--- src/sul_pkg.sv ---
`timescale 1ns / 1ps
`default_nettype none
// ----------------------------------------------------------------------------
// sul_pkg
// shared constants and types for the sorted unique list: default depth,
// command codes, status codes and controller states
// ----------------------------------------------------------------------------
package sul_pkg;

	localparam int SUL_DEPTH = 16;

	localparam logic [1:0] CMD_INSERT = 2'd0;
	localparam logic [1:0] CMD_SEARCH = 2'd1;
	localparam logic [1:0] CMD_REMOVE = 2'd2;

	typedef enum logic [2:0] {
		ST_OK       = 3'd0,
		ST_FULL     = 3'd1,
		ST_DUP      = 3'd2,
		ST_EMPTY    = 3'd3,
		ST_NOTFOUND = 3'd4
	} status_t;

	typedef enum logic [1:0] {
		S_IDLE,
		S_SCAN,
		S_SHIFT,
		S_PLACE
	} state_t;

endpackage : sul_pkg
`default_nettype wire

--- src/sul_ram.sv ---
`timescale 1ns / 1ps
`default_nettype none
// ----------------------------------------------------------------------------
// sul_ram
// simple dual port entry store: one write port, one read port with
// registered read data (the read data register sets the read latency)
// ----------------------------------------------------------------------------
module sul_ram #(
	parameter int DEPTH = 16,
	parameter int AW    = 4,
	parameter int DW    = 32
) (
	input  wire logic          clk,
	input  wire logic          wr_en,
	input  wire logic [AW-1:0] wr_addr,
	input  wire logic [DW-1:0] wr_data,
	input  wire logic          rd_en,
	input  wire logic [AW-1:0] rd_addr,
	output logic      [DW-1:0] rd_data
);

	logic [DW-1:0] mem [DEPTH];

	always_ff @(posedge clk) begin
		if (wr_en) begin
			mem[wr_addr] <= wr_data;
		end
	end

	always_ff @(posedge clk) begin
		if (rd_en) begin
			rd_data <= mem[rd_addr];
		end
	end

endmodule : sul_ram
`default_nettype wire

--- src/sorted_unique_list.sv ---
`timescale 1ns / 1ps
`default_nettype none
// ----------------------------------------------------------------------------
// sorted_unique_list
// table of distinct signed values kept in ascending order; insert, search
// and remove commands, one result per command
// ----------------------------------------------------------------------------
//  channel   handshake        payload
//  command   start / busy     command, value
//  result    done (strobe)    status, position, entry_count
//
//  a command rejected at once (full, empty, code 3) answers in the next cycle;
//  otherwise the scan walks the entry store one entry a cycle, an insert or
//  remove then moves the entries from the insert point up, or above the match,
//  one a cycle through the single read and write port, and an insert adds a
//  place state; busy falls as the result strobe rises.
//  no clearing pass after reset; the result cannot be held off.
// ----------------------------------------------------------------------------
module sorted_unique_list
	import sul_pkg::*;
#(
	parameter int DEPTH = SUL_DEPTH
) (
	input  wire logic               clk,
	input  wire logic               arst_n,
	input  wire logic               start,
	output logic                    busy,
	input  wire logic        [1:0]  command,
	input  wire logic signed [31:0] value,
	output logic                    done,
	output logic             [2:0]  status,
	output logic             [3:0]  position,
	output logic             [4:0]  entry_count
);

	localparam int CW = $clog2(DEPTH + 1);
	localparam int AW = (DEPTH > 1) ? $clog2(DEPTH) : 1;
	localparam logic [CW-1:0] FULL_COUNT = CW'(DEPTH);
	localparam logic [CW-1:0] ONE = CW'(1);

	state_t state_q, state_d;
	logic [1:0] cmd_q, cmd_d;
	logic signed [31:0] value_q, value_d;
	logic [CW-1:0] used_q, used_d;
	logic [CW-1:0] idx_q, idx_d;
	logic chk_q, chk_d;
	logic [CW-1:0] p_q, p_d;
	logic [CW-1:0] sh_q, sh_d;
	logic [CW-1:0] rem_q, rem_d;
	logic wr_pend_q, wr_pend_d;
	logic [AW-1:0] wr_addr_q, wr_addr_d;
	logic done_q;
	status_t status_q;
	logic [3:0] position_q;
	logic [4:0] entry_count_q;

	logic fin;
	status_t fin_status;
	logic [CW-1:0] fin_pos;

	logic rd_en, wr_en;
	logic [AW-1:0] rd_addr, wr_addr;
	logic [31:0] rd_data, wr_data;

	logic accept, early_fin;
	status_t early_status;
	logic is_ins;
	logic chk_ge, scan_stop, stop_hit;
	logic [CW-1:0] stop_p, ins_rem, rm_rem, sh_next_wr;

	sul_ram #(
		.DEPTH(DEPTH),
		.AW   (AW),
		.DW   (32)
	) u_ram (
		.clk    (clk),
		.wr_en  (wr_en),
		.wr_addr(wr_addr),
		.wr_data(wr_data),
		.rd_en  (rd_en),
		.rd_addr(rd_addr),
		.rd_data(rd_data)
	);

	// command decode at acceptance
	assign accept = start && (state_q == S_IDLE);
	always_comb begin
		early_fin = 1'b0;
		early_status = ST_OK;
		unique case (command)
			CMD_INSERT: begin
				if (used_q == FULL_COUNT) begin
					early_fin = 1'b1;
					early_status = ST_FULL;
				end
			end
			CMD_SEARCH, CMD_REMOVE: begin
				if (used_q == '0) begin
					early_fin = 1'b1;
					early_status = ST_EMPTY;
				end
			end
			default: begin
				early_fin = 1'b1;
				early_status = ST_OK;
			end
		endcase
	end

	// scan decision: first entry not below the value
	assign is_ins = (cmd_q == CMD_INSERT);
	assign chk_ge = chk_q && ($signed(rd_data) >= value_q);
	assign scan_stop = chk_ge || (idx_q == used_q);
	assign stop_p = chk_ge ? (idx_q - ONE) : used_q;
	assign stop_hit = chk_ge && (rd_data == value_q);
	assign ins_rem = used_q - stop_p;
	assign rm_rem = used_q - stop_p - ONE;
	assign sh_next_wr = is_ins ? (sh_q + ONE) : (sh_q - ONE);

	// next state
	always_comb begin
		state_d = state_q;
		unique case (state_q)
			S_IDLE: begin
				if (accept && !early_fin) begin
					state_d = S_SCAN;
				end
			end
			S_SCAN: begin
				if (scan_stop) begin
					state_d = S_IDLE;
					if (is_ins && !stop_hit) begin
						state_d = (ins_rem == '0) ? S_PLACE : S_SHIFT;
					end else if (cmd_q == CMD_REMOVE && stop_hit && rm_rem != '0) begin
						state_d = S_SHIFT;
					end
				end
			end
			S_SHIFT: begin
				if (rem_q == '0) begin
					state_d = is_ins ? S_PLACE : S_IDLE;
				end
			end
			S_PLACE: begin
				state_d = S_IDLE;
			end
			default: begin
				state_d = S_IDLE;
			end
		endcase
	end

	// datapath and memory control
	always_comb begin
		cmd_d = cmd_q;
		value_d = value_q;
		used_d = used_q;
		idx_d = idx_q;
		chk_d = chk_q;
		p_d = p_q;
		sh_d = sh_q;
		rem_d = rem_q;
		wr_pend_d = wr_pend_q;
		wr_addr_d = wr_addr_q;
		fin = 1'b0;
		fin_status = ST_OK;
		fin_pos = '0;
		rd_en = 1'b0;
		rd_addr = idx_q[AW-1:0];
		wr_en = 1'b0;
		wr_addr = wr_addr_q;
		wr_data = rd_data;
		unique case (state_q)
			S_IDLE: begin
				if (accept) begin
					cmd_d = command;
					value_d = value;
					idx_d = '0;
					chk_d = 1'b0;
					if (early_fin) begin
						fin = 1'b1;
						fin_status = early_status;
					end
				end
			end
			S_SCAN: begin
				if (scan_stop) begin
					p_d = stop_p;
					chk_d = 1'b0;
					wr_pend_d = 1'b0;
					if (is_ins) begin
						if (stop_hit) begin
							fin = 1'b1;
							fin_status = ST_DUP;
						end else begin
							rem_d = ins_rem;
							sh_d = used_q - ONE;
						end
					end else if (!stop_hit) begin
						fin = 1'b1;
						fin_status = ST_NOTFOUND;
					end else if (cmd_q == CMD_SEARCH) begin
						fin = 1'b1;
						fin_pos = stop_p;
					end else if (rm_rem == '0) begin
						fin = 1'b1;
						fin_pos = stop_p;
						used_d = used_q - ONE;
					end else begin
						rem_d = rm_rem;
						sh_d = stop_p + ONE;
					end
				end else begin
					rd_en = 1'b1;
					rd_addr = idx_q[AW-1:0];
					idx_d = idx_q + ONE;
					chk_d = 1'b1;
				end
			end
			S_SHIFT: begin
				if (wr_pend_q) begin
					wr_en = 1'b1;
				end
				if (rem_q != '0) begin
					rd_en = 1'b1;
					rd_addr = sh_q[AW-1:0];
					wr_addr_d = sh_next_wr[AW-1:0];
					sh_d = is_ins ? (sh_q - ONE) : (sh_q + ONE);
					rem_d = rem_q - ONE;
					wr_pend_d = 1'b1;
				end else begin
					wr_pend_d = 1'b0;
					if (!is_ins) begin
						fin = 1'b1;
						fin_pos = p_q;
						used_d = used_q - ONE;
					end
				end
			end
			S_PLACE: begin
				wr_en = 1'b1;
				wr_addr = p_q[AW-1:0];
				wr_data = value_q;
				used_d = used_q + ONE;
				fin = 1'b1;
				fin_pos = p_q;
			end
			default: begin
			end
		endcase
	end

	always_ff @(posedge clk or negedge arst_n) begin
		if (!arst_n) begin
			state_q <= S_IDLE;
			used_q <= '0;
			chk_q <= 1'b0;
			wr_pend_q <= 1'b0;
			done_q <= 1'b0;
		end else begin
			state_q <= state_d;
			used_q <= used_d;
			chk_q <= chk_d;
			wr_pend_q <= wr_pend_d;
			done_q <= fin;
		end
	end

	always_ff @(posedge clk) begin
		cmd_q <= cmd_d;
		value_q <= value_d;
		idx_q <= idx_d;
		p_q <= p_d;
		sh_q <= sh_d;
		rem_q <= rem_d;
		wr_addr_q <= wr_addr_d;
		if (fin) begin
			status_q <= fin_status;
			position_q <= 4'(fin_pos);
			entry_count_q <= 5'(used_d);
		end
	end

	assign busy = (state_q != S_IDLE);
	assign done = done_q;
	assign status = status_q;
	assign position = position_q;
	assign entry_count = entry_count_q;

	// checks
	a_used_bound : assert property (@(posedge clk) disable iff (!arst_n)
		used_q <= FULL_COUNT)
		else $error("entry count beyond depth");

	a_done_idle : assert property (@(posedge clk) disable iff (!arst_n)
		done_q |-> (state_q == S_IDLE))
		else $error("result strobe while still working");

	a_accept_progress : assert property (@(posedge clk) disable iff (!arst_n)
		(start && !busy) |=> (busy || done))
		else $error("accepted item neither worked on nor answered");

	a_port_clash : assert property (@(posedge clk) disable iff (!arst_n)
		!(rd_en && wr_en && rd_addr == wr_addr))
		else $error("read and write of the same entry in one cycle");

endmodule : sorted_unique_list
`default_nettype wire

--- config.mk ---
export PLATFORM = sky130hd
export DESIGN_NAME = sorted_unique_list
export DESIGN_NICKNAME = d
export VERILOG_FILES = /design/src/sul_pkg.sv /design/src/sul_ram.sv /design/src/sorted_unique_list.sv
export SDC_FILE = /design/constraint.sdc
export NUM_CORES = 1
export LEC_CHECK = 0
export BUFFER_PORTS_ARGS = -buffer_cell sky130_fd_sc_hd__clkbuf_2
export CORE_UTILIZATION = 67
export CTS_CLUSTER_SIZE = 20
export DETAILED_ROUTE_END_ITERATION = 8
export HOLD_SLACK_MARGIN = 0.06
export PLACE_DENSITY = 0.84
export SETUP_SLACK_MARGIN = 0.3
export SLEW_MARGIN = 20
export SYNTH_ARGS = -nofsm -noshare
export SYNTH_HDL_FRONTEND = slang
export SYNTH_SLANG_ARGS = --single-unit
--- constraint.sdc ---
create_clock -name clk -period 12.95 [get_ports clk]
set_clock_uncertainty 0.05 [all_clocks]
set_input_delay 1.9425 -clock clk [delete_from_list [all_inputs] [get_ports clk]]
set_output_delay 1.9425 -clock clk [all_outputs]
set_load 0.01 [all_outputs]
### Word level (Yosys, flattened, before mapping)

Memories as Yosys holds them, arrays and structs flattened. A register that Yosys moved wholly into a read port is not among the register bits.
Cells that the tools add are included.
Widths: inputs -> output; s select.

* add/subtract/negate cells: 10
* magnitude comparators: 1
* equal/unequal tests: 20
* muxes and demuxes: 85
* reduce and logical (&&, ||, !) cells: 31

Operator list (number)
* $mux 5: 25
* $mux 4: 11
* $eq 32x32->1: 1
* $ge 32x32->1: 1
* $mux 32: 1
* $pmux 5 s2: 3
* $sub 5x1->5 const B: 5
* $mux 1: 21
* $add 5x1->5 const B: 4
* $logic_not 5->1: 4
* $mux 2: 8
* $mux 3: 5
* $pmux 5 s3: 1
* $ne 3x3->1 const B: 4
* $pmux 3 s2: 2
* $pmux 4 s3: 1
* $ne 2x2->1 const B: 5
* $pmux 1 s2: 5
* $reduce_and 2->1: 5
* $reduce_bool 5->1: 2
* $eq 2x2->1 const B: 4
* $pmux 2 s4: 1
* $logic_and 1x1->1: 7
* $reduce_and 7->1: 1
* 12 further kinds: 20

* bits in registers: 79
* bits in writable memories: 512
* bits of input ports: 37
* output and inout port bits: 14
* word-level logic and storage cells: 163
* memories: 1

Memories
* u_ram.mem: words 16, bits a word 32, read ports 1, clocked after Yosys merged registers in 1, write ports 1, RTL line sul_ram.sv:22 `logic [DW-1:0] mem [DEPTH];`

### Depth between registers and ports, before layout

* depth in word-level cells: 12
* depth in mapped cells: 20
* gate-level depth less buffers: 19

### Modules after synthesis

Synthesis repeated with hierarchy kept, for this count alone.

* cells, all modules: 1404
* area, all modules: 25847.3 µm²

Modules (own cells, without submodules)
* sul_ram: instances 1, cells each 838, area each 20155.6 µm²
* sorted_unique_list: instances 1, cells each 566, area each 5691.7 µm²

### Worst setup path after synthesis

OpenSTA, ideal clock, no wires.

* kind: register to register
* from: reg u_ram.rd_data[31], read port of u_ram.mem
* to: reg entry_count_q[0] (netlist: entry_count[0]), enable pin
* library setup time: 0.355 ns
* arrival time: 4.386 ns
* required time: 12.545 ns
* path slack: 8.160 ns
* stages on the path, launching flop included: 17
* path buffers: 1
* clock period less this slack: 4.790 ns
* cells stage by stage: edfxtp_1 ha_1 nand4_4 nor4_4 nand4_1 a31oi_1 nor3_1 buf_2 o21ai_0 ha_1 fa_1 ha_1 or2_2 o22ai_1 nand2_1 o211ai_1 a41o_1

* cells in the longest elaborated chain, start to end: 12
* elaborated cells between the ends (all ways): 16
* classes of those cells: add/sub: 2; order compare: 1; eq/ne: 1; mux: 8; reduce/logical: 4

Ends and longest elaborated chain
* start, declared: RTL line sul_ram.sv:19 `output logic [DW-1:0] rd_data`
* $ge 32x32->1: RTL line sorted_unique_list.sv:112 `assign chk_ge = chk_q && ($signed(rd_data) >= value_q);`
* $logic_and 1x1->1: RTL line sorted_unique_list.sv:112
* $mux 5: RTL line sorted_unique_list.sv:114 `assign stop_p = chk_ge ? (idx_q - ONE) : used_q;`
* named net stop_p[0]: RTL line sorted_unique_list.sv:69 `logic [CW-1:0] stop_p, ins_rem, rm_rem, sh_next_wr;`
* $sub 5x5->5: RTL line sorted_unique_list.sv:117 `assign rm_rem = used_q - stop_p - ONE;`
* $sub 5x1->5: RTL line sorted_unique_list.sv:117
* $logic_not 5->1: RTL line sorted_unique_list.sv:205 `end else if (rm_rem == '0) begin`
* $mux 1: RTL line sorted_unique_list.sv:205
* $mux 1: RTL line sorted_unique_list.sv:202 `end else if (cmd_q == CMD_SEARCH) begin`
* $mux 1: RTL line sorted_unique_list.sv:199 `end else if (!stop_hit) begin`
* $mux 1: RTL line sorted_unique_list.sv:191 `if (is_ins) begin`
* $mux 1: RTL line sorted_unique_list.sv:187 `if (scan_stop) begin`
* $pmux 1 s4: RTL line sorted_unique_list.sv:173 `unique case (state_q)`
* named net fin: RTL line sorted_unique_list.sv:57 `logic fin;`
* end signal, assigned: RTL line sorted_unique_list.sv:280 `entry_count_q <= 5'(used_d);`
* end, declared: RTL line sorted_unique_list.sv:55 `logic [4:0] entry_count_q;`

The timed path passes the listed nets, and every way through them passes these cells.
A chain may end at the register's enable or synchronous reset.

### Worst setup path in the final report

* from: reg u_ram.rd_data[11], read port of u_ram.mem
* to: reg entry_count_q[1] (netlist: entry_count[1]), enable pin

Same word-level chain as after synthesis.

==> impl_table.tex <==
\begin{tabular}{lr}
\hline
Metric & Value \\
\hline
\multicolumn{2}{l}{\textbf{Min path}} \\
\quad Hold Path Origin & state\_q[1] \\
\quad Min-Delay Endpoint & state\_q[1] \\
\quad Hold depth & 2 \\
\quad Class of the most critical hold timing path & reg -> reg \\
\multicolumn{2}{l}{\textbf{Power}} \\
\quad Part of the power in registers & 0.411 \\
\quad Total power per unit cell area & 243.9 nW/µm² \\
\quad P\_leak & between 9 and 10 nW \\
\quad Clock Power Share & 0.244 \\
\quad Portion of total power attributed to combinational logic & 0.344 \\
\quad Net Switching & around 2.3 mW \\
\quad Worst voltage drop across the vdd grid & between 0.2 and 0.25 mV \\
\quad Int Power & around 4.7 mW \\
\quad Total design power & a little over 7 mW \\
\quad Switching part of the total power & 0.3313 \\
\multicolumn{2}{l}{\textbf{Finish}} \\
\quad Share of layout cells above drive strength 1 & 0.2322 \\
\quad Layout-stage area growth over the synthesis result & 10.61\% \\
\quad Net count of the finished layout & $\sim$1600 \\
\quad N\_diodes & 0 \\
\quad Final cell utilization of the core & 0.7604 \\
\quad Final Non-Filler Cells & roughly 2100 \\
\quad Final instance area & around 29000 µm² \\
\multicolumn{2}{l}{\textbf{Flow run}} \\
\quad Max cap viols & 0 \\
\multicolumn{2}{l}{\textbf{STA}} \\
\quad Worst hold slack across all endpoints & $\sim$0.53 ns \\
\quad Final-report hold violation count & 0 \\
\quad Worst setup slack after layout & $\sim$7 ns \\
\quad Rel. slew slack & 0.2857 \\
\quad Transition time at the pin with the least slew margin & between 1 and 1.5 ns \\
\quad Accumulated negative setup slack & 0 ns \\
\quad Pins over their slew limit & 0 \\
\quad Setup-failing EPs final & 0 \\
\quad Fraction of the cycle the final worst path needs & 0.4590 \\
\quad Fmax achieved & around 170 MHz \\
\quad Unrepaired setup endpoints after global routing & false \\
\quad Clock period minus worst slack & slightly below 6 ns \\
\multicolumn{2}{l}{\textbf{Global route}} \\
\quad Global Route Usage Sum & 0.3146 \\
\quad Number of antenna violations at the first check in global routing & 1 \\
\quad Maximum number of pins on one net before global-route repair & 129 \\
\quad GR Overflow Total & 0 \\
\quad Via count of the first global-routing pass & $\sim$15000 \\
\quad Wire length of the first global-routing pass & between 80000 and 90000 µm \\
\multicolumn{2}{l}{\textbf{Critical path}} \\
\quad Cell type group with the largest total delay on the critical path & compound AO/OA/AOI/OAI gates \\
\quad Critical path buffer and inverter count & 1 \\
\quad Number of cell instances on the worst register-to-register path & 17 \\
\quad Kind of critical path & reg -> reg \\
\quad Flop-to-flop setup slack & 7.01 ns \\
\quad Slowest cell on crit path & sky130\_fd\_sc\_hd\_\_nor4\_1 \\
\quad Endpoint of the worst-slack reg-to-reg timing path & entry\_count[1] \\
\quad Data required time at the worst endpoint & about 13 ns \\
\quad R2R Path Start & u\_ram.rd\_data[11] \\
\quad Critical Path Sink Type & flip-flop \\
\quad Critical path, cell by cell & ha\_1 -> a21oi\_1 -> o21a\_1 -> a2bb2oi\_1 -> a31oi\_1 -> nor3\_2 -> o21ai\_0 -> ha\_1 -> fa\_1 -> nor2b\_1 -> o21ai\_0 -> nand2b\_1 -> inv\_1 -> nor4\_1 -> nor2\_2 -> o211ai\_1 -> a41o\_1 \\
\quad CP Max Fanout & 13 \\
\quad Highest cell delay on the worst timing path & $\sim$0.7 ns \\
\quad Crit path arrival time & 6.15 ns \\
\quad Startpoint class of the critical path & flip-flop \\
\multicolumn{2}{l}{\textbf{Detailed routing}} \\
\quad Iteration-0 DRC Markers & $\sim$1600 \\
\quad Total detailed-routing wirelength & roughly 60000 µm \\
\quad Number of vias in the routed layout & around 14000 \\
\quad Average wire per standard cell & 28.93 µm \\
\quad Number of routed nets with antenna violations & 0 \\
\quad Number of vias per cell & between 6 and 7 \\
\quad Router iterations before antenna repair & 5 \\
\quad \# DRC & 0 \\
\multicolumn{2}{l}{\textbf{Placed design}} \\
\quad Number of instances in the placed design & just under 2000 \\
\quad Weighted congestion at the end of routability-driven global placement & 0.8704 \\
\quad Post-detail-place hpwl & just over 30000 µm \\
\quad Count of buffers inserted at the top-level ports & 50 \\
\quad Placed instance area & 27000 µm² \\
\quad Pre-CTS worst setup slack & $\sim$6.8 ns \\
\multicolumn{2}{l}{\textbf{Floorplanning}} \\
\quad IO Count & between 50 and 60 \\
\quad FP Rows & 71 \\
\quad Die outline area & approximately 40000 µm² \\
\quad Die span in x & between 150 and 200 µm \\
\quad Die boundary height & between 150 and 200 µm \\
\quad Effective utilization at floorplan & 0.6874 \\
\quad Core area & about 38000 µm² \\
\multicolumn{2}{l}{\textbf{Clock network}} \\
\quad \# resized after CTS & 0 \\
\quad Clock transition time at the flip-flop clock pins of the worst setup and hold paths & approximately 0.060 ns \\
\quad Root buffer cell & sky130\_fd\_sc\_hd\_\_clkbuf\_16 \\
\quad Clock tree from TritonCTS & built \\
\quad Clock latency on the worst-skew pair & $\sim$0.62 ns \\
\quad Count of hold buffers inserted by post-cts repair & 0 \\
\quad Inserted Clock Buffers & 59 \\
\quad Number of levels in the clock H-tree & 2 \\
\quad Buffer levels on the longest clock path & 3 \\
\quad Clock sink count & just over 600 \\
\quad Number of buffers inserted to repair setup after CTS & 0 \\
\multicolumn{2}{l}{\textbf{Synthesis}} \\
\quad Async S/R FF share, synth & 0.01608 \\
\quad Post-synth net total & roughly 1500 \\
\quad Yosys warns & 0 \\
\quad Area leader, netlist & sky130\_fd\_sc\_hd\_\_edfxtp\_1 \\
\quad Post-synthesis area per instance & $\sim$18 µm² \\
\quad Share of synthesized area occupied by flip-flops and latches & 0.7127 \\
\quad EDFF count, synth & a little over 600 \\
\quad Area contributors post-synth & sky130\_fd\_sc\_hd\_\_edfxtp\_1 (70\%), sky130\_fd\_sc\_hd\_\_mux4\_2 (11\%), sky130\_fd\_sc\_hd\_\_ha\_1 (2.5\%), sky130\_fd\_sc\_hd\_\_mux2\_2 (1.6\%), sky130\_fd\_sc\_hd\_\_nand2\_1 (1.6\%) \\
\quad Most frequent cells after synthesis & sky130\_fd\_sc\_hd\_\_edfxtp\_1 (612), sky130\_fd\_sc\_hd\_\_mux4\_2 (128), sky130\_fd\_sc\_hd\_\_nand2\_1 (108), sky130\_fd\_sc\_hd\_\_inv\_1 (61), sky130\_fd\_sc\_hd\_\_ha\_1 (53) \\
\quad Predominant post-synthesis flop cell & sky130\_fd\_sc\_hd\_\_edfxtp\_1 \\
\quad Instance count of the mapped netlist & approximately 1400 \\
\quad Post-synth top area share & 0.7031 \\
\quad Post-synthesis register bit count & a little over 600 \\
\quad Most frequent cell after synthesis & sky130\_fd\_sc\_hd\_\_edfxtp\_1 \\
\quad Synthesized cell area & 26140 µm² \\
\quad Count of distinct cell types in the synthesized netlist & 74 \\
\multicolumn{2}{l}{\textbf{Outcome}} \\
\quad Status & finished clean \\
\hline
\end{tabular}
==> cell usage in the layout (no fill, tap or decap), drive strengths merged, types with 4 or more instances in the layout <==
cell     instances
nand3           13
dfrtp           10
nor2            47
nor3b            4
a21oi           32
xor2             9
mux2i           11
or4              4
a2bb2oi          4
bufinv           7
a31oi           36
clkbuf         126
clkinv          24
nor4             7
a211oi          35
nand2          108
mux2            37
o22ai            4
nand4            7
ha              53
inv             62
xnor2           22
nor3            12
mux4           128
and2            38
o21ai           33
edfxtp         612
nand2b           4
buf             28
==> final cells by class <==
type / instances / area (µm²)
clock buffer: 76 / 1583
inverter: 63 / 236.5
fill: 2111 / 9111
multi-input combinational: 693 / 7010
timing repair buffer: 78 / 493.0
sequential: 622 / 18630
tap: 511 / 639.4
clock inverter: 31 / 320.3
==> power groups by stage <==
| stage | combinational (mW) | sequential [mW] | clock [mW] |
|---|---|---|---|
| floorplan | 1.85 | 2.86 | 0 |
| global placement | 2.27 | 2.92 | 0 |
| detailed placement | 2.37 | 2.93 | 0 |
| finish | 2.43 | 2.90 | 1.72 |
| CTS | 2.42 | 2.90 | 1.74 |
| global route | 2.61 | 2.92 | 1.80 |
==> tightest hold or removal path, delay by kind of cell, from the launching register on <==
kind               cells  cell delay (ns)
DFF                    1             0.40
AOI/OAI and AO/OA      2             0.14
==> registers in the layout (all words and copies together) (netlist names) <==
| signal | count |
|---|---|
| u_ram.rd_data | 32 |
| idx_q | 5 |
| position | 4 |
| wr_addr_q | 4 |
| cmd_q | 2 |
| u_ram.mem | 512 |
| chk_q | 1 |
| sh_q | 4 |
| state_q | 2 |
| status | 3 |
| wr_pend_q | 1 |
| done | 1 |
| rem_q | 5 |
| value_q | 32 |
| entry_count | 5 |
| p_q | 4 |
| used_q | 5 |
==> how the worst max path moves through the flow <==
stage,start,endpoint,slack (ns),depth (start not counted)
finish,u_ram.rd_data[11],entry_count[1],7.01,17
global route,u_ram.rd_data[12],status[0],6.72,15
CTS,u_ram.rd_data[11],status[0],6.64,17
detailed placement,u_ram.rd_data[31],entry_count[4],6.81,17
global placement,u_ram.rd_data[31],status[0],7.05,17
floorplan,u_ram.rd_data[31],entry_count[0],8.16,16
==> cell families after synthesis <==
family | share of synthesized area
multiplexers | 0.1306
buffers and inverters | 0.02576
adder cells (fa/ha/maj) | 0.02614
XOR/XNOR | 0.01154
AND/OR/NAND/NOR | 0.04931
AO/OA/AOI/OAI | 0.04395
flip-flops | 0.7127
==> metal layers <==
metal	global-route usage	share of wire
met1	0.4160	0.37
met5	0	0
met3	0.06684	0.091
met4	0.1258	0.035
met2	0.5163	0.50
No activity file was read; power rests on OpenSTA's default activity.
